File: src/hw/rtl/cst_pkg.sv
package cst_pkg;

    localparam int SLOTS      = 32;
    localparam int COUNT_BITS = 16;

    // sem_id is five bits wide, so only the slots it can name are kept
    localparam int ID_BITS    = 5;
    localparam int ID_LIMIT   = 1 << ID_BITS;
    localparam int USED_SLOTS = (SLOTS < ID_LIMIT) ? SLOTS : ID_LIMIT;
    localparam int IDX_W      = (USED_SLOTS > 2) ? $clog2(USED_SLOTS) : 1;

    localparam int INIT_BITS  = 16;
    localparam int CMP_W      = (COUNT_BITS > INIT_BITS) ? COUNT_BITS : INIT_BITS;

    localparam int S_DATA_W   = 24;
    localparam int M_DATA_W   = 16;

    typedef enum logic [1:0] {
        CMD_CREATE  = 2'd0,
        CMD_DESTROY = 2'd1,
        CMD_WAIT    = 2'd2,
        CMD_SIGNAL  = 2'd3
    } cmd_t;

    typedef enum logic [1:0] {
        ST_OK     = 2'd0,
        ST_BAD_ID = 2'd1,
        ST_FULL   = 2'd2,
        ST_SAT    = 2'd3
    } status_t;

    typedef struct packed {
        logic                          wake_waiter;
        logic                          block_caller;
        logic [ID_BITS-1:0]            new_id;
        status_t                       status;
    } result_t;

endpackage

File: src/hw/rtl/counting_semaphore_table_top.sv
// Counting semaphore table: create, destroy, wait and signal on up to 31 slots.
// A request accepted into the input register has its result registered on m_tdata
// once it advances. Throughput: one request per cycle unless m_tready stalls;
// the free-slot priority encoder and one count increment or decrement sit
// between the input and result registers.
// Reset (aresetn low, synchronous) frees every slot and empties both stages.
module counting_semaphore_table_top (
    input  logic                          aclk,
    input  logic                          aresetn,
    input  logic                          s_tvalid,
    output logic                          s_tready,
    // cmd [1:0], sem_id [6:2], init_count [22:7], zero [23]
    input  logic [cst_pkg::S_DATA_W-1:0]  s_tdata,
    output logic                          m_tvalid,
    input  logic                          m_tready,
    // status [1:0], new_id [6:2], block_caller [7], wake_waiter [8], zero [15:9]
    output logic [cst_pkg::M_DATA_W-1:0]  m_tdata
);

    localparam int CB = cst_pkg::COUNT_BITS;
    localparam int IW = cst_pkg::IDX_W;
    localparam int NS = cst_pkg::USED_SLOTS;

    localparam logic signed [CB-1:0] CNT_MAX = {1'b0, {(CB-1){1'b1}}};
    localparam logic signed [CB-1:0] CNT_MIN = {1'b1, {(CB-1){1'b0}}};

    // input register
    logic                              in_valid_reg;
    cst_pkg::cmd_t                     cmd_reg;
    logic [cst_pkg::ID_BITS-1:0]       sem_id_reg;
    logic signed [cst_pkg::INIT_BITS-1:0] init_reg;

    // result register
    logic                              out_valid_reg;
    cst_pkg::result_t                  res_reg;
    cst_pkg::result_t                  res_next;

    // table state
    logic [NS-1:0]                     slot_valid_reg;
    logic signed [CB-1:0]              count_reg [NS];

    logic                              advance;
    logic                              id_ok;
    logic [IW-1:0]                     id_idx;
    logic                              free_found;
    logic [IW-1:0]                     free_idx;
    logic signed [CB-1:0]              cnt_cur;
    logic signed [CB-1:0]              cnt_new;
    logic signed [cst_pkg::CMP_W-1:0]  init_ext;
    logic                              cnt_we;
    logic [IW-1:0]                     cnt_idx;
    logic                              valid_set;
    logic                              valid_clr;

    assign advance  = in_valid_reg && (!out_valid_reg || m_tready);
    assign s_tready = !in_valid_reg || advance;

    assign m_tvalid = out_valid_reg;
    assign m_tdata  = cst_pkg::M_DATA_W'(res_reg);

    assign id_idx   = sem_id_reg[IW-1:0];
    assign id_ok    = (sem_id_reg != '0)
                   && ({1'b0, sem_id_reg} < (cst_pkg::ID_BITS + 1)'(NS))
                   && slot_valid_reg[id_idx];
    assign cnt_cur  = count_reg[id_idx];
    assign init_ext = cst_pkg::CMP_W'(init_reg);

    // lowest free slot from 1 upward; slot 0 is reserved
    always_comb begin
        free_found = 1'b0;
        free_idx   = '0;
        for (int i = NS - 1; i >= 1; i--) begin
            if (!slot_valid_reg[i]) begin
                free_found = 1'b1;
                free_idx   = IW'(i);
            end
        end
    end

    always_comb begin
        res_next   = '0;
        res_next.status = cst_pkg::ST_OK;
        cnt_new    = cnt_cur;
        cnt_we     = 1'b0;
        cnt_idx    = id_idx;
        valid_set  = 1'b0;
        valid_clr  = 1'b0;
        if (cmd_reg == cst_pkg::CMD_CREATE) begin
            if (!free_found) begin
                res_next.status = cst_pkg::ST_FULL;
            end else begin
                cnt_idx   = free_idx;
                cnt_we    = 1'b1;
                valid_set = 1'b1;
                res_next.new_id = cst_pkg::ID_BITS'(free_idx);
                // clamp the initial count into the count range
                if (init_ext > cst_pkg::CMP_W'(CNT_MAX)) begin
                    cnt_new = CNT_MAX;
                    res_next.status = cst_pkg::ST_SAT;
                end else if (init_ext < cst_pkg::CMP_W'(CNT_MIN)) begin
                    cnt_new = CNT_MIN;
                    res_next.status = cst_pkg::ST_SAT;
                end else begin
                    cnt_new = CB'(init_ext);
                end
            end
        end else if (!id_ok) begin
            res_next.status = cst_pkg::ST_BAD_ID;
        end else begin
            case (cmd_reg)
                cst_pkg::CMD_DESTROY: begin
                    valid_clr = 1'b1;
                end
                cst_pkg::CMD_WAIT: begin
                    cnt_we = 1'b1;
                    if (cnt_cur == CNT_MIN) begin
                        res_next.status = cst_pkg::ST_SAT;
                    end else begin
                        cnt_new = cnt_cur - CB'(1);
                    end
                    res_next.block_caller = cnt_new[CB-1];
                end
                cst_pkg::CMD_SIGNAL: begin
                    cnt_we = 1'b1;
                    if (cnt_cur == CNT_MAX) begin
                        res_next.status = cst_pkg::ST_SAT;
                    end else begin
                        cnt_new = cnt_cur + CB'(1);
                    end
                    res_next.wake_waiter = cnt_new[CB-1] || (cnt_new == '0);
                end
                default: begin
                    res_next.status = cst_pkg::ST_OK;
                end
            endcase
        end
    end

    always_ff @(posedge aclk) begin
        if (!aresetn) begin
            in_valid_reg   <= 1'b0;
            out_valid_reg  <= 1'b0;
            slot_valid_reg <= '0;
        end else begin
            if (s_tready) begin
                in_valid_reg <= s_tvalid;
            end
            if (advance) begin
                out_valid_reg <= 1'b1;
            end else if (m_tready) begin
                out_valid_reg <= 1'b0;
            end
            if (advance && valid_set) begin
                slot_valid_reg[cnt_idx] <= 1'b1;
            end
            if (advance && valid_clr) begin
                slot_valid_reg[id_idx] <= 1'b0;
            end
        end
    end

    // payload: no reset
    always_ff @(posedge aclk) begin
        if (s_tready && s_tvalid) begin
            cmd_reg    <= cst_pkg::cmd_t'(s_tdata[1:0]);
            sem_id_reg <= s_tdata[6:2];
            init_reg   <= s_tdata[22:7];
        end
        if (advance) begin
            res_reg <= res_next;
        end
        if (advance && cnt_we) begin
            count_reg[cnt_idx] <= cnt_new;
        end
    end

endmodule
File: config.mk
export PLATFORM = sky130hd
export DESIGN_NAME = counting_semaphore_table_top
export DESIGN_NICKNAME = d
export VERILOG_FILES = /design/src/hw/rtl/cst_pkg.sv /design/src/hw/rtl/counting_semaphore_table_top.sv
export SDC_FILE = /design/constraint.sdc
export NUM_CORES = 1
export LEC_CHECK = 0
export BUFFER_PORTS_ARGS = -buffer_cell sky130_fd_sc_hd__buf_2
export CORE_MARGIN = 3
export CORE_UTILIZATION = 52
export DETAILED_ROUTE_END_ITERATION = 8
export GPL_ROUTABILITY_DRIVEN = 0
export PLACE_DENSITY = 0.67
export SETUP_SLACK_MARGIN = 0.15
export SYNTH_ARGS = -nofsm -noshare
export SYNTH_HDL_FRONTEND = slang
export SYNTH_SLANG_ARGS = --single-unit
export TNS_END_PERCENT = 20
File: constraint.sdc
create_clock -name aclk -period 4.5 [get_ports aclk]
set_clock_uncertainty 0.1 [all_clocks]
set_input_delay 0.45 -clock aclk [delete_from_list [all_inputs] [get_ports aclk]]
set_output_delay 0.45 -clock aclk [all_outputs]
set_load 0.1 [all_outputs]
==> run summary, run 1 <==
status - complete, no violations
Yosys reg bits - 583
via count - 15500
synthesized area per cell - 15.6 um^2
n_diodes - 0
CP Max Fanout - 32
Clk pin slew, worst setup/hold paths - 60 ps
I/O pins - 46
initial drt markers - 1619
Comb power frac - 0.120
# rows - 79
Commonest cells post-synth - edfxtp_1 (544), mux2i_1 (195), nand2_1 (92)
power per standard cell area - 448 nW/um^2
initial antenna violation count - 2
CTS max path bufs - 3
Core Box Area - 47100 um^2
Setup violations, final - 0
CTS tree - built
cell count after synthesis - 1612
fmax - 235 MHz
Distinct cells, synth - 89
most frequent cell after synthesis - edfxtp_1
Root Driver - clkbuf_16
layout cells sized above 1 - 0.233
Max VDD drop - 0.000373 V
final non-filler cell area - 29500 um^2
relative slew slack - 0.293
max reg flops - 512
Die W - 226 um
PortBufs - 37
Layout area overhead - 17.7%
H-tree depth - 2
critical path class - register to register
Yosys top cell area share - 0.652
cts bufs inserted - 58
Setup TNS - 0 ps
Final Hold Viols - 0
DPL Wire Length - 40.5 mm
minimum clock period - 4250 ps
Die ar. - 50900 um^2
vias in the first global route - 15300
Worst Hold Slack - 76.2 ps
sequential share of power - 0.471
Final Max Tran Viols - 0
Clk Latency, worst-skew pair - 630 ps
post-synth top area cell - edfxtp_1
Req. time, crit path - 4760 ps
Post-synth ARST share - 0
Total Power - 13200 uW
period utilisation layout - 0.945
Overflow after GRT - 0
Post-synth EDFFs - 544
unrepaired setup endpoints after global routing - true
Fill cells - 3406
routed vias/inst - 6.25
critical path data arrival time - 4510 ps
pin count of the biggest net entering global routing - 49
ys flop type - edfxtp_1
final WL - 64.6 mm
Clock Sinks - 583
Routed Antenna Nets - 0
dpl cell area - 26900 um^2
Pre-Repair DR Iteration Count - 6
synth top area cells - edfxtp_1 (65%), mux2i_1 (7.8%), mux4_2 (3.8%)
die height - 226 um
CP endpoint kind - register
# nets final - 1848
Post-Syn Area - 25100 um^2
count of maximum capacitance violations - 0
Starting Density - 0.533
drt wl/cell - 26.1 um
clock network fraction of total power - 0.409
Pleak - 0.0102 uW
cell internal pwr - 10100 uW
Ys Warns - 0
first-pass GRT wire length - 95.3 mm
Startpoint Class - register
Switching Fraction - 0.239
HP Class - primary input to register
GRT Overall Usage - 0.254
Post-Route Utilization - 0.627
register area share after synthesis - 0.683
DRC Markers - 0
Switch Pwr - 3160 uW
Slew @ Worst Pin - 1060 ps
worst max-delay path, stage by stage (launching register included):
cell and delay (ps):
dfxtp_4 490, buf_4 260, mux4_2 540, a22oi_1 160
nand2_1 190, or3_4 450, a21oi_4 180, nand4_2 220
a2111oi_4 480, nand2_2 130, mux2i_1 140, a221o_1 450
buf_12 210
cell type report:
type                            count  area [um^2]  area share
Timing Repair Buffer              216         1870      0.0633
Multi-Input combinational cell    935         7500       0.254
Sequential cell                   583        17100       0.580
Inverter                           24         90.1     0.00305
Clock buffer                       63         1500      0.0509
Tap cell                          607          759      0.0257
Clock inverter                     47          663      0.0225
per-layer routing:
layer  vias to the layer above  track usage  routed length [um]
li1                       6856            -                   -
met1                      7817        0.348               25900
met2                       689        0.402               30400
met3                       112       0.0586                5920
met4                         2       0.0933                2280
met5                         -            0                  10
power by group through the flow:
stage	registers, uW	logic (uW)	clock network, uW
after floorplan	6360	889	0
after global placement	6350	1470	0
after detailed placement	6350	1500	0
after CTS	6230	1530	5470
after global routing	6230	1690	5690
final	6230	1580	5400
final timing paths:
kind | to | slack, ps | cells past startpoint | from
worst max-delay path | count_reg[2][15] | 250 | 12 | register
worst max register to register | count_reg[2][15] | 250 | 12 | register
worst min-delay path | m_tvalid | 80 | 3 | m_tready
worst min register to register | slot_valid_reg[0] | 370 | 1 | slot_valid_reg[0]
cell families (layout without fill, tap and decap cells):
| family | Yosys count | after routing | synth area share |
|---|---|---|---|
| simple gates | 378 | 378 | 0.0790 |
| buf+inv | 116 | 350 | 0.0273 |
| flops | 583 | 583 | 0.683 |
| xor+xnor | 12 | 12 | 0.00419 |
| compound gates | 268 | 268 | 0.0808 |
| mux | 252 | 252 | 0.125 |
| other cells | 1 | 23 | 0.000150 |
| fa+ha+maj | 2 | 2 | 0.000998 |
metrics by stage:
| step | worst slack, ps | std cells |
|---|---|---|
| 2_1_floorplan | -400 | 1634 |
| 3_3_place_gp | 100 | 2322 |
| 3_5_place_dp | 12.5 | 2322 |
| 4_1_cts | 87.9 | 2456 |
| 5_1_grt | 131 | 2475 |
| 6_report | 248 | 2475 |
placed cells by master (no fill, tap or decap), types with 15 or more instances in the layout:
cell           synthesis  final
bufinv_16              0     15
mux4_2                42     42
edfxtp_1             544    544
o221a_2               26     26
nand3_1               58     58
nand2_1               92     92
nor2_1                65     47
dlygate4sd3_1          0     24
nor2_2                 2     19
a21oi_1               49     49
nor3_1                37     37
nand4_1               20     20
inv_1                 22     22
a22oi_1               68     68
buf_2                 28     37
clkbuf_16              0     60
buf_12                 3     19
buf_4                  9    133
o21ai_0               25     24
conb_1                 1     23
mux2i_1              195    195
dfxtp_1               39     37
what timing repair did:
item                       in CTS  in global routing
pin swaps                       0                  1
setup endpoints to repair     113                385
hold endpoints to repair       26                  0
resized for setup               1                  5
buffers inserted                0                 18
hold buffers                   24                  0
cloned                          0                  1
Note: power is estimated with default switching activity, not from simulation.
==> run 2, diff against run 1 <==
- PLACE_DENSITY: 0.67 -> 0.64
- clock period: 4.5 -> 4 ns (I/O delays scaled with it)
==> run summary, run 2 (same netlist as run 1, synthesis figures left out) <==
status - finished, violations left
failing checks - setup timing
Overflow after GRT - 0 (unchanged)
Clock Sinks - 583 (unchanged)
PortBufs - 37 (unchanged)
power per standard cell area - 467 nW/um^2 (+4.3%)
initial drt markers - 1732 (+7.0%)
final WL - 67.4 mm (+4.3%)
# nets final - 1932 (+4.5%)
clock network fraction of total power - 0.370 (-0.039)
Final Max Tran Viols - 0 (unchanged)
cts bufs inserted - 58 (unchanged)
Routed Antenna Nets - 0 (unchanged)
Final Hold Viols - 0 (unchanged)
Clk pin slew, worst setup/hold paths - 60 ps (about the same)
critical path data arrival time - 4290 ps (-220 ps)
initial antenna violation count - 0 (-2)
Die ar. - 50900 um^2 (unchanged)
Req. time, crit path - 4260 ps (-500 ps)
Total Power - 14400 uW (+9.3%)
DPL Wire Length - 40.5 mm (about the same)
relative slew slack - 0.315 (+0.0216)
I/O pins - 46 (unchanged)
Pleak - 0.0108 uW (+6.1%)
Layout area overhead - 23.3%
n_diodes - 0 (unchanged)
Die W - 226 um (unchanged)
Switching Fraction - 0.245 (+0.00562)
Switch Pwr - 3530 uW (+12%)
cell internal pwr - 10900 uW (+8.5%)
fmax - 248 MHz (+5.5%)
Worst Hold Slack - 37.9 ps (-38.3 ps)
routed vias/inst - 6.26 (+0.17%)
layout cells sized above 1 - 0.285 (+0.0515)
Core Box Area - 47100 um^2 (unchanged)
commonest non-fill, non-tap cell in the layout - edfxtp_1
CTS tree - built
max reg flops - 512 (unchanged)
Root Driver - clkbuf_16
via count - 16000 (+3.4%)
Post-Route Utilization - 0.657 (+0.0300)
die height - 226 um (unchanged)
CTS max path bufs - 3 (unchanged)
CP Max Fanout - 32 (unchanged)
GRT Overall Usage - 0.261 (+0.00634)
Fill cells - 3263 (-4.2%)
HP Class - primary input to register
minimum clock period - 4030 ps (-222 ps)
Comb power frac - 0.145 (+0.025)
Pre-Repair DR Iteration Count - 7 (+1)
CP endpoint kind - register
pre-CTS WS - -130 ps (-142 ps)
Clk Latency, worst-skew pair - 620 ps (about the same)
# rows - 79 (unchanged)
critical path class - register to register
Slew @ Worst Pin - 1030 ps (-32.4 ps)
drt wl/cell - 26.4 um (+1.1%)
Setup violations, final - 54 (+54)
pin count of the biggest net entering global routing - 35 (-29%)
vias in the first global route - 15500 (+1.1%)
count of maximum capacitance violations - 0 (unchanged)
H-tree depth - 2 (unchanged)
most frequent cells in the layout - edfxtp_1 (544), mux2i_1 (195), buf_4 (154), nand2_1 (88)
Max VDD drop - 0.000305 V (-18%)
first-pass GRT wire length - 97.9 mm (+2.8%)
Setup TNS - -874 ps (-874 ps)
Startpoint Class - register
Starting Density - 0.533 (unchanged)
period utilisation layout - 1.01 (+0.0627)
unrepaired setup endpoints after global routing - true
post-route setup slack - -30.4 ps (-278 ps)
sequential share of power - 0.485 (+0.014)
DRC Markers - 0 (unchanged)
## run 2: cell types whose count changed in the layout (fill, tap and decap cells not counted), sizes merged
cell      delta
bufinv      -10
inv          -4
clkinvlp     -9
clkbuf      +17
buf         +80
clkinv       +6
## run 2: area by class of cell
cell class | count | area [um^2] | area share
clock buffer | 76 | 1570 | 0.0508
multi-input combinational | 935 | 7940 | 0.257
tap | 607 | 759 | 0.0246
sequential | 583 | 17100 | 0.554
timing repair buffer | 300 | 3150 | 0.102
inverter | 24 | 90.1 | 0.00291
clock inverter | 30 | 278 | 0.00898
## run 2: worst paths after layout
check / start / to / slack (ps) / depth (start not counted)
worst max register to register: register / count_reg[25][10] / -30 / 13
worst min register to register: slot_valid_reg[27] / slot_valid_reg[27] / 400 / 2
worst min-delay path: m_tready / m_tvalid / 40 / 3
worst max-delay path: register / count_reg[25][10] / -30 / 13
## run 2: through the flow
stage / area, um^2 / instances
after floorplan: 25400 / 1634
after global placement: 28000 / 2384
after detailed placement: 28000 / 2384
after CTS: 30300 / 2527
after global routing: 30900 / 2555
final: 30900 / 2555
## run 2: power by group through the flow
| stage | logic [uW] | registers (uW) | clock network (uW) |
|---|---|---|---|
| 2_1_floorplan | 1030 | 7160 | 0 |
| 3_3_place_gp | 1780 | 7130 | 0 |
| 3_5_place_dp | 1830 | 7140 | 0 |
| 4_1_cts | 1900 | 7000 | 5420 |
| 5_1_grt | 2220 | 7000 | 5670 |
| 6_report | 2100 | 7000 | 5340 |
## run 2: critical path, stage by stage (launching register included)
cell and delay [ps]:
dfxtp_4 420, buf_12 130, mux4_1 590, a22oi_2 230
nand2_1 140, or3_4 420, a21oi_4 190, buf_4 150
nand4_1 190, nor3_1 290, o21ai_0 110, a222oi_1 380
o21ai_2 190, buf_12 200
## run 2: per-layer routing
metal	wire (um)	global-route usage	vias to the layer above
li1	-	-	7019
met1	27700	0.370	8139
met2	32300	0.422	724
met3	5460	0.0432	121
met4	1890	0.0726	0
met5	0	0	-
## run 2: what timing repair did
action / CTS / global route
gates cloned: 0 / 8
setup endpoints to repair: 513 / 662
pin swaps: 9 / 29
setup buffers: 13 / 20
resized for setup: 15 / 66
hold buffers: 24 / 0
hold endpoints to repair: 29 / 0
